===== src/rtl/frq_pkg.sv =====
// Shared types and constants of the ready queue.
package frq_pkg;

	// Fixed widths of the channel fields
	localparam int unsigned CmdBits      = 2;
	localparam int unsigned TidBits      = 16;
	localparam int unsigned StatusBits   = 2;
	localparam int unsigned CountOutBits = 5;

	// Defaults of the top-level parameters
	localparam int unsigned DefQueueDepth = 16;
	localparam int unsigned DefIdBits     = 16;

	// Command codes; code 3 is unused and treated as a no-op
	typedef enum logic [CmdBits-1:0] {
		CMD_ADD   = 2'd0,
		CMD_YIELD = 2'd1,
		CMD_TERM  = 2'd2
	} frq_cmd_t;

	// Result status codes
	typedef enum logic [StatusBits-1:0] {
		ST_OK        = 2'd0,
		ST_EMPTY     = 2'd1,
		ST_NOT_FOUND = 2'd2,
		ST_FULL      = 2'd3
	} frq_status_t;

	// Sequencer states
	typedef enum logic [2:0] {
		S_IDLE,
		S_ADD,
		S_YLD_RD,
		S_YLD_WAIT,
		S_SCAN,
		S_SHIFT,
		S_RESP
	} frq_state_t;

	// Command beat
	typedef struct packed {
		logic [CmdBits-1:0] cmd;
		logic [TidBits-1:0] thread_id;
	} frq_req_t;

	// Result beat
	typedef struct packed {
		logic [StatusBits-1:0]   status;
		logic [TidBits-1:0]      next_thread;
		logic [CountOutBits-1:0] queue_count;
	} frq_rsp_t;

endpackage


===== src/rtl/frq_stream_if.sv =====
// Valid/ready stream channel carrying one payload beat.
interface frq_stream_if #(
	parameter type data_t = logic
) ();
	logic  valid;
	logic  ready;
	data_t data;

	modport source (output valid, output data, input ready);
	modport sink (input valid, input data, output ready);
endinterface


===== src/rtl/frq_ram.sv =====
// Generic single-write, single-read RAM with registered read data.
module frq_ram #(
	parameter int unsigned WIDTH = 16,
	parameter int unsigned DEPTH = 16
) (
	input  logic                     clk,
	input  logic                     we,
	input  logic [$clog2(DEPTH)-1:0] waddr,
	input  logic [WIDTH-1:0]         wdata,
	input  logic [$clog2(DEPTH)-1:0] raddr,
	output logic [WIDTH-1:0]         rdata
);
	logic [WIDTH-1:0] mem_q [DEPTH];
	logic [WIDTH-1:0] rdata_q;

	// Write port and registered read port
	always_ff @(posedge clk) begin
		if (we) begin
			mem_q[waddr] <= wdata;
		end
		rdata_q <= mem_q[raddr];
	end

	assign rdata = rdata_q;
endmodule


===== src/rtl/fifo_ready_queue_with_removal.sv =====
// Top level: FIFO ready queue of thread ids with add, yield and remove-by-id.
// Add writes the new entry at the tail, yield reads the head entry, an unused code goes straight to the result, and
// terminate scans to the hit, then moves the rest up, one entry per cycle.
// One command at a time; the next is taken as soon as the result is staged.
// The single read port of the entry RAM paces the scan and the compaction.
// Reset clears head, count, sequencer and output valid; the store is not cleared.
module fifo_ready_queue_with_removal #(
	parameter int unsigned QUEUE_DEPTH = frq_pkg::DefQueueDepth,
	parameter int unsigned ID_BITS     = frq_pkg::DefIdBits
) (
	input logic          clk,
	input logic          arst_n,
	frq_stream_if.sink   req,
	frq_stream_if.source rsp
);
	import frq_pkg::*;

	localparam int unsigned AW = $clog2(QUEUE_DEPTH);
	localparam int unsigned CW = $clog2(QUEUE_DEPTH + 1);

	frq_state_t state_q, state_d;

	// Control state
	logic [AW-1:0] head_q;
	logic [CW-1:0] count_q;
	logic          rsp_valid_q;
	logic          rd_pend_s1;

	// Working registers of the current command
	logic [ID_BITS-1:0] id_q;
	logic [CW-1:0]      idx_q;
	logic [CW-1:0]      rd_off_s1;
	logic [AW-1:0]      rd_slot_s1;
	logic [AW-1:0]      dst_slot_q;
	frq_status_t        res_status_q;
	logic [TidBits-1:0] res_next_q;
	frq_rsp_t           rsp_data_q;

	// RAM port
	logic               ram_we;
	logic [AW-1:0]      ram_waddr;
	logic [ID_BITS-1:0] ram_wdata;
	logic [ID_BITS-1:0] ram_rdata;

	logic          accept;
	logic          full;
	logic          match;
	logic          issue;
	logic          rsp_load;
	logic [AW:0]   slot_sum;
	logic [AW-1:0] slot;
	logic [AW:0]   head_inc;

	assign accept = req.valid && req.ready;
	assign full   = (count_q == CW'(QUEUE_DEPTH));
	assign match  = rd_pend_s1 && (ram_rdata == id_q);

	// Physical slot of queue offset idx_q, wrapped once
	assign slot_sum = (AW+1)'(head_q) + (AW+1)'(idx_q);
	assign slot     = (slot_sum >= (AW+1)'(QUEUE_DEPTH)) ?
		AW'(slot_sum - (AW+1)'(QUEUE_DEPTH)) : AW'(slot_sum);
	assign head_inc = (AW+1)'(head_q) + (AW+1)'(1);

	frq_ram #(
		.WIDTH (ID_BITS),
		.DEPTH (QUEUE_DEPTH)
	) u_entry_ram (
		.clk   (clk),
		.we    (ram_we),
		.waddr (ram_waddr),
		.wdata (ram_wdata),
		.raddr (slot),
		.rdata (ram_rdata)
	);

	// Next state
	always_comb begin
		state_d = state_q;
		case (state_q)
			S_IDLE: begin
				if (accept) begin
					case (req.data.cmd)
						CMD_ADD:   state_d = S_ADD;
						CMD_YIELD: state_d = S_YLD_RD;
						CMD_TERM:  state_d = S_SCAN;
						default:   state_d = S_RESP;
					endcase
				end
			end
			S_ADD:      state_d = S_RESP;
			S_YLD_RD:   state_d = (count_q == '0) ? S_RESP : S_YLD_WAIT;
			S_YLD_WAIT: state_d = S_RESP;
			S_SCAN: begin
				if (match) begin
					state_d = S_SHIFT;
				end else if (!rd_pend_s1 && (idx_q >= count_q)) begin
					state_d = S_RESP;
				end
			end
			S_SHIFT: begin
				if (!issue && !rd_pend_s1) begin
					state_d = S_RESP;
				end
			end
			S_RESP: begin
				if (rsp_load) begin
					state_d = S_IDLE;
				end
			end
			default: state_d = S_IDLE;
		endcase
	end

	// Outputs of the sequencer
	always_comb begin
		req.ready = 1'b0;
		ram_we    = 1'b0;
		ram_waddr = slot;
		ram_wdata = id_q;
		issue     = 1'b0;
		rsp_load  = 1'b0;
		case (state_q)
			S_IDLE: req.ready = 1'b1;
			S_ADD:  ram_we = !full;
			S_SCAN: issue = (idx_q < count_q) && !match;
			S_SHIFT: begin
				issue     = (idx_q < count_q);
				ram_we    = rd_pend_s1;
				ram_waddr = dst_slot_q;
				ram_wdata = ram_rdata;
			end
			S_RESP: rsp_load = !rsp_valid_q || rsp.ready;
			default: ;
		endcase
	end

	// Control registers
	always_ff @(posedge clk or negedge arst_n) begin
		if (!arst_n) begin
			state_q     <= S_IDLE;
			head_q      <= '0;
			count_q     <= '0;
			rsp_valid_q <= 1'b0;
			rd_pend_s1  <= 1'b0;
		end else begin
			state_q    <= state_d;
			rd_pend_s1 <= issue;
			if (state_q == S_ADD && !full) begin
				count_q <= count_q + CW'(1);
			end
			if (state_q == S_YLD_WAIT) begin
				head_q  <= (head_inc == (AW+1)'(QUEUE_DEPTH)) ? '0 : AW'(head_inc);
				count_q <= count_q - CW'(1);
			end
			if (state_q == S_SHIFT && !issue && !rd_pend_s1) begin
				count_q <= count_q - CW'(1);
			end
			if (rsp_load) begin
				rsp_valid_q <= 1'b1;
			end else if (rsp.ready) begin
				rsp_valid_q <= 1'b0;
			end
		end
	end

	// Working registers and result staging
	always_ff @(posedge clk) begin
		if (accept) begin
			id_q         <= ID_BITS'(req.data.thread_id);
			idx_q        <= (req.data.cmd == CMD_ADD) ? count_q : '0;
			res_status_q <= ST_OK;
			res_next_q   <= '0;
		end
		if (issue) begin
			idx_q      <= idx_q + CW'(1);
			rd_off_s1  <= idx_q;
			rd_slot_s1 <= slot;
		end
		case (state_q)
			S_ADD: begin
				if (full) begin
					res_status_q <= ST_FULL;
				end
			end
			S_YLD_RD: begin
				if (count_q == '0) begin
					res_status_q <= ST_EMPTY;
				end
			end
			S_YLD_WAIT: res_next_q <= TidBits'(ram_rdata);
			S_SCAN: begin
				if (match) begin
					// compaction starts with the entry after the hit
					idx_q      <= rd_off_s1 + CW'(1);
					dst_slot_q <= rd_slot_s1;
				end else if (!rd_pend_s1 && (idx_q >= count_q)) begin
					res_status_q <= ST_NOT_FOUND;
				end
			end
			S_SHIFT: begin
				if (rd_pend_s1) begin
					dst_slot_q <= rd_slot_s1;
				end
			end
			default: ;
		endcase
		if (rsp_load) begin
			rsp_data_q.status      <= res_status_q;
			rsp_data_q.next_thread <= res_next_q;
			rsp_data_q.queue_count <= CountOutBits'(count_q);
		end
	end

	assign rsp.valid = rsp_valid_q;
	assign rsp.data  = rsp_data_q;

`ifndef SYNTH
	// Count never exceeds the capacity
	a_count_range: assert property (@(posedge clk) disable iff (!arst_n)
		count_q <= CW'(QUEUE_DEPTH))
		else $error("queue count above capacity");

	// Compaction never writes the slot being read in the same cycle
	a_shift_no_overlap: assert property (@(posedge clk) disable iff (!arst_n)
		(state_q == S_SHIFT && ram_we && issue) |-> (ram_waddr != slot))
		else $error("compaction write collides with read");

	// RAM is written only by add and compaction
	a_we_source: assert property (@(posedge clk) disable iff (!arst_n)
		ram_we |-> (state_q == S_ADD || state_q == S_SHIFT))
		else $error("unexpected RAM write");

	// A new result beat is staged only from the result state
	a_rsp_source: assert property (@(posedge clk) disable iff (!arst_n)
		$rose(rsp_valid_q) |-> ($past(state_q) == S_RESP))
		else $error("result staged outside result state");

	// Successful yield removes exactly one entry
	a_yield_count: assert property (@(posedge clk) disable iff (!arst_n)
		(state_q == S_YLD_WAIT) |=> (count_q == $past(count_q) - CW'(1)))
		else $error("yield count update wrong");
`endif
endmodule


===== src/flat_wrapper.sv =====
// flat-port wrapper written by rule: the top's interface ports become plain ports
module fifo_ready_queue_with_removal_flat import frq_pkg::*;
#(
	parameter int unsigned QUEUE_DEPTH = frq_pkg::DefQueueDepth,
	parameter int unsigned ID_BITS     = frq_pkg::DefIdBits
)
  (clk, arst_n, req_valid, req_data, req_ready, rsp_valid, rsp_data, rsp_ready);
  frq_stream_if #(.data_t(frq_req_t)) req_i ();
  frq_stream_if #(.data_t(frq_rsp_t)) rsp_i ();
  input logic clk;
  input logic arst_n;
  input wire logic [$bits(req_i.valid)-1:0] req_valid;
  input wire logic [$bits(req_i.data)-1:0] req_data;
  output wire logic [$bits(req_i.ready)-1:0] req_ready;
  output wire logic [$bits(rsp_i.valid)-1:0] rsp_valid;
  output wire logic [$bits(rsp_i.data)-1:0] rsp_data;
  input wire logic [$bits(rsp_i.ready)-1:0] rsp_ready;
  assign req_i.valid = req_valid;
  assign req_i.data = req_data;
  assign req_ready = req_i.ready;
  assign rsp_valid = rsp_i.valid;
  assign rsp_data = rsp_i.data;
  assign rsp_i.ready = rsp_ready;
  fifo_ready_queue_with_removal #(.QUEUE_DEPTH(QUEUE_DEPTH), .ID_BITS(ID_BITS)) u_core (.clk(clk), .arst_n(arst_n), .req(req_i), .rsp(rsp_i));
endmodule

===== config.mk =====
export PLATFORM = sky130hd
export DESIGN_NAME = fifo_ready_queue_with_removal_flat
export DESIGN_NICKNAME = d
export VERILOG_FILES = /design/src/rtl/frq_pkg.sv /design/src/rtl/frq_stream_if.sv /design/src/rtl/frq_ram.sv /design/src/rtl/fifo_ready_queue_with_removal.sv /design/src/flat_wrapper.sv
export SDC_FILE = /design/constraint.sdc
export NUM_CORES = 1
export LEC_CHECK = 0
export ABC_CLOCK_PERIOD_IN_PS = 8300
export BUFFER_PORTS_ARGS = -buffer_cell sky130_fd_sc_hd__buf_2
export CORE_ASPECT_RATIO = 0.6
export CORE_UTILIZATION = 66
export CTS_BUF_LIST = sky130_fd_sc_hd__clkbuf_16
export CTS_CLUSTER_DIAMETER = 100
export DETAILED_ROUTE_END_ITERATION = 7
export PLACE_DENSITY = 0.84
export RECOVER_POWER = 25
export SLEW_MARGIN = 20
export SYNTH_ARGS = -nofsm -noshare
export SYNTH_HDL_FRONTEND = slang
export SYNTH_SLANG_ARGS = --single-unit
export TNS_END_PERCENT = 20

===== constraint.sdc =====
create_clock -name clk -period 8.3 [get_ports clk]
set_clock_uncertainty 0.15 [all_clocks]
set_input_delay 1.66 -clock clk [delete_from_list [all_inputs] [get_ports clk]]
set_output_delay 1.66 -clock clk [all_outputs]
set_load 0.005 [all_outputs]

Word-level counts from Yosys, hierarchy flattened. Memories as Yosys holds them, arrays and structs flattened. A register that Yosys moved wholly into a read port is not among the register bits. Cells that the tools add are included.

Muxes and demuxes: 39. Add/sub/neg operators: 7. $lt $le $gt $ge: 3. Equal/unequal tests: 17. Reduce and logical (&&, ||, !) cells: 24.

Operators with widths (count): 16-bit two-way mux (3); 5-bit two-way mux (8); 4-bit two-way mux (5); 3-bit two-way mux (6); 3-bit case mux with 6 select lines (1); 16-bit equality test (1); 5-bit by 1-bit adder with 5-bit output (second input constant) (3); 5-bit equality test (second input constant) (2); 2-bit two-way mux (5); 2-bit by 1-bit != test with 1-bit output (second input constant) (5); 3-bit equality test (second input constant) (3); 3-bit case mux with 3 select lines (1); 1-bit logical AND (8); 4-bit case mux with 2 select lines (1); 3-bit by 2-bit equality test with 1-bit output (second input constant) (2); 1-bit two-way mux (6); 2-bit case mux with 3 select lines (1); 2-bit nonzero test (3); 4-bit by 1-bit adder with 5-bit output (second input constant) (1); 4-bit by 5-bit adder with 5-bit output (1); 5-bit >= comparator (1); 5-bit >= comparator (second input constant) (1); 1-bit zero test (5); 5-bit zero test (1); other kinds (15) (16).

RAM bits: 256. Output and inout bits: 25. Input port bits: 22. Word-level logic and storage cells: 106. Register bits after elaboration: 89. Memories: 1.

Memories: u_core.u_entry_ram.mem_q (depth 16, width 16, rd ports 1, clocked after Yosys merged registers in 1, write ports 1, RTL line frq_ram.sv:13) `logic [WIDTH-1:0] mem_q [DEPTH];`.

Logic depth before layout (Yosys ltp).
Depth in word-level cells: 9. Depth in mapped cells: 10. Gate-level depth less buffers: 9.

Modules after synthesis. A second synthesis with hierarchy kept.

Cells, all modules: 791. Area total of the unflattened synthesis: 14256.2 µm².

By module, submodules not included: frq_ram (sequential area each 8007.7 µm², area each 10042.1 µm², times used 1, cells each 432); fifo_ready_queue_with_removal (sequential area each 2532.4 µm², area each 4214.0 µm², times used 1, cells each 359).

Least setup slack after synthesis. Ideal clock, no wire load.

Path kind: input-to-reg. From: in rsp_ready. To: reg u_core.rsp_data_q, in the netlist u_core.rsp.data[0] (enable). Arrival time: 3.311 ns. Buffers on the path: 0. Stages on the path: 2. Data required time: 7.718 ns. Setup time: 0.432 ns. Setup slack: 4.408 ns. Cells stage by stage: nor2b_1 -> nor3_1.

Word-level cells in the longest chain between the ends: 2.

Ends and longest elaborated chain: from (decl) (RTL line flat_wrapper.sv:17) `input wire logic [$bits(rsp_i.ready)-1:0] rsp_ready;`; 1-bit logical OR (RTL line fifo_ready_queue_with_removal.sv:132) `S_RESP: rsp_load = !rsp_valid_q || rsp.ready;`; 1-bit two-way mux (RTL line fifo_ready_queue_with_removal.sv:122) `case (state_q)`; via u_core.rsp_load (RTL line fifo_ready_queue_with_removal.sv:49) `logic rsp_load;`; to (decl) (RTL line fifo_ready_queue_with_removal.sv:37) `frq_rsp_t rsp_data_q;`.

The timed path passes the listed nets, and every way through them passes these cells. A chain may end at the register's enable or synchronous reset.

Worst setup path after layout.
From: reg u_core.head_q[0]. To: mem u_core.u_entry_ram.mem_q[3][0] (enable).

Word-level cells in the longest chain between the ends: 4. Elaborated cells between the ends (all ways): 5. Classes of those cells: add/sub (2); order compare (1); mux (2).

Ends and longest elaborated chain: from (decl) (RTL line fifo_ready_queue_with_removal.sv:24) `logic [AW-1:0] head_q;`; from (signal assigned) (RTL line fifo_ready_queue_with_removal.sv:152) `head_q <= (head_inc == (AW+1)'(QUEUE_DEPTH)) ? '0 : AW'(head_inc);`; 4-bit by 5-bit adder with 5-bit output * (RTL line fifo_ready_queue_with_removal.sv:59) `assign slot_sum = (AW+1)'(head_q) + (AW+1)'(idx_q);`; 4-bit by 1-bit subtractor with 4-bit output / 5-bit >= comparator (equally long branches) (RTL line fifo_ready_queue_with_removal.sv:61, fifo_ready_queue_with_removal.sv:60); 4-bit two-way mux * (RTL line fifo_ready_queue_with_removal.sv:60) `assign slot = (slot_sum >= (AW+1)'(QUEUE_DEPTH)) ?`; via u_core.slot[1] (RTL line fifo_ready_queue_with_removal.sv:51) `logic [AW-1:0] slot;`; 4-bit two-way mux * (RTL line fifo_ready_queue_with_removal.sv:122); to (decl) (RTL line frq_ram.sv:13).

The timed path passes the listed nets; every way through them passes the cells marked *.

==> flow_metrics.env <==
export IMPL_outcome="finished, violations left"
export IMPL_violations="capacitance limit, slew limit"
export IMPL_critPathCaptureType="register"
export IMPL_synth_edf_count=324
export IMPL_min_path_cells=0
export IMPL_drive_gt1_frac=0.2033
export IMPL_maxSlewViolCount=109
export IMPL_dieArea_um2=22190
export IMPL_path_clk_slew_ps=70
export IMPL_crit_required_ps=8330
export IMPL_drt_initial_drc_count=1127
export IMPL_ys_ff_latch=361
export IMPL_timing_slew_headroom=-1.769
export IMPL_grt_pass1_wl_um=47310
export IMPL_hold_path_end="u_core.rsp.data[7]"
export IMPL_syn_area_um2=14240
export IMPL_drc=0
export IMPL_cts_htree_levels=1
export IMPL_detail_route_antenna_nets=0
export IMPL_portBuffers=46
export IMPL_cts_sinks=361
export IMPL_period_needed_ps=6174
export IMPL_fin_util=0.7513
export IMPL_dp_slack_ps=3957
export IMPL_dpl_cell_area_um2=14820
export IMPL_fillers=1145
export IMPL_power_density_nw_per_um2=420.0
export IMPL_first_global_vias=7547
export IMPL_stdcell_area_um2=15840
export IMPL_rrSetupSlack_ps=2130
export IMPL_rr_worst_depth=6
export IMPL_layoutNonFillerInstCount=1194
export IMPL_syn_inst=828
export IMPL_hold_path_class="register to register"
export IMPL_r2r_start="u_core.head_q[0]"
export IMPL_final_common_cell="edfxtp_1"
export IMPL_synth_warning_count=0
export IMPL_yosys_top_cells_area="edfxtp_1 68%, mux4_2 10%, nand2_1 3.6%"
export IMPL_ys_seq_area_frac=0.7400
export IMPL_yosysUniqueCellTypes=58
export IMPL_whs_ps=266.9
export IMPL_track_usage=0.3042
export IMPL_grt_ovfl_total=0
export IMPL_synth_top_area_cell="edfxtp_1"
export IMPL_cts_tree="built"
export IMPL_syn_nets=864
export IMPL_fin_crit_sh=0.7439
export IMPL_clk_latency_ps=560
export IMPL_criticalPathCategory="register to register"
export IMPL_worst_slack_ps=2126
export IMPL_numCtsBuffers=31
export IMPL_setup_viol=0
export IMPL_wirelength_um=32660
export IMPL_drv_cap=2
export IMPL_fp_coreArea_um2=21080
export IMPL_die_h_um=115.8
export IMPL_post_cts_buffers=0
export IMPL_antenna_found_initial=0
export IMPL_layout_common_cells="324 x edfxtp_1, 137 x nand2_1, 64 x mux4_2"
export IMPL_dp_hpwl_um=20690
export IMPL_die_x_um=191.7
export IMPL_power_mw=6.653
export IMPL_detail_route_wl_per_cell_um=27.35
export IMPL_r2r_end="u_core.u_entry_ram.mem_q[3][0]"
export IMPL_cp_max_fo=67
export IMPL_initial_core_util=0.6756
export IMPL_dr_pass1_iters=6
export IMPL_p_leak_nw=5.511
export IMPL_drt_vias_per_instance=6.557
export IMPL_placed_cells=1137
export IMPL_cts_root_buf="clkbuf_16"
export IMPL_post_cts_resize_count=0
export IMPL_finalHoldViolCount=0
export IMPL_ys_async_sr_fraction=0.03878
export IMPL_fin_nets=927
export IMPL_synth_flop_cell="edfxtp_1"
export IMPL_n_antenna_cell=0
export IMPL_arrival_ps=6210
export IMPL_area_growth_pct=11.21
export IMPL_peakVddDrop_mv=0.4570
export IMPL_vias=7829
export IMPL_grt_max_degree=68
export IMPL_fmax_ghz=0.1620
export IMPL_synth_area_per_cell_um2=17.20
export IMPL_worstMarginPinSlew_ps=4154
export IMPL_cp_start_kind="register"
export IMPL_routabilityCongestion=1.009
export IMPL_ctsHoldBuffers=0
export IMPL_synth_top_area_share=0.6831
export IMPL_rows=41
export IMPL_hold_start="u_core.res_next_q[2]"
export IMPL_ios=47
export IMPL_rsz0062_at_grt="false"
export IMPL_clockBufferDepth=3
export IMPL_setup_tns_final_ps=0
worst max-delay path by stage:
stage	from	to	slack, ps
global route	u_core.head_q[0]	u_core.u_entry_ram.mem_q[3][14]	1950
global placement	u_core.head_q[0]	u_core.u_entry_ram.mem_q[3][12]	3990
floorplan	rsp_ready	u_core.rsp.data[0]	4410
finish	u_core.head_q[0]	u_core.u_entry_ram.mem_q[3][0]	2130
detailed placement	u_core.head_q[0]	u_core.u_entry_ram.mem_q[2][5]	3960
CTS	u_core.head_q[0]	u_core.u_entry_ram.mem_q[2][4]	3880
synth_stat cells, drive strengths merged (2+ instances only):
cell,number
buf,17
nor4,5
mux2i,6
clkbuf,17
nor2,27
nand3b,2
nand2b,3
nand4,2
a32oi,2
o22ai,2
ha,13
nor2b,3
a21boi,2
nor3b,3
mux4,64
nand2,137
edfxtp,324
a21oi,5
xnor2,15
dfxtp,23
o21bai,2
a21o,2
inv,15
and3,17
and2,18
or2,2
a31oi,17
or3,2
o21ai,18
nand3,8
dfrtp,14
xor2,17
nor3,6
power breakdown:
part	switching (mW)	internal [mW]	leakage, nW
registers	0.174	2.33	3.31
logic	1.54	1.14	1.67
clock network	0.639	0.838	0.524
total	2.35	4.30	5.51
registers in the layout, summed over array words and instances (netlist names):
signal,cells
u_core.u_entry_ram.mem_q,256
u_core.res_next_q,16
u_core.rd_pend_s1,1
u_core.rd_slot_s1,4
u_core.rd_off_s1,5
u_core.u_entry_ram.rdata,16
u_core.count_q,5
u_core.id_q,16
u_core.res_status_q,2
u_core.rsp.valid,1
u_core.idx_q,5
u_core.rsp.data,23
u_core.state_q,3
u_core.head_q,4
u_core.dst_slot_q,4
kinds of logic (layout without fill, tap and decap cells):
family / count (synthesis) / in the layout / share of synthesized area
AOI/OAI and AO/OA: 64 / 64 / 0.02925
xor gates and xnor gates: 32 / 32 / 0.02020
adders and majority gates: 14 / 14 / 0.01283
buffers and inverters: 50 / 137 / 0.01704
DFF: 361 / 361 / 0.7400
muxes: 71 / 71 / 0.1062
and+or+nand+nor: 236 / 236 / 0.07449
routing by layer:
layer	up-vias	track usage	share of wire
li1	3303	-	-
met1	3895	0.4562	0.40
met2	557	0.4592	0.46
met3	74	0.07480	0.12
met4	0	0.07513	0.023
met5	-	0	0
layout make-up:
class,count,area (µm²),share of cell area
tap,279,349.1,0.02204
inverter,16,60.06,0.003791
multi-input combinational,417,3503,0.2212
clock buffer,31,775.7,0.04897
clock inverter,26,264.0,0.01667
timing repair buffer,64,347.8,0.02196
sequential,361,10540,0.6654
critical path, cell delays in order, from the launching register on:
cell	delay, ps
dfrtp_1	450
ha_4	200
fa_2	510
clkbuf_1	2890
a32oi_1	350
or2_2	530
nor2_2	690
(Power assumes the default switching activity.)
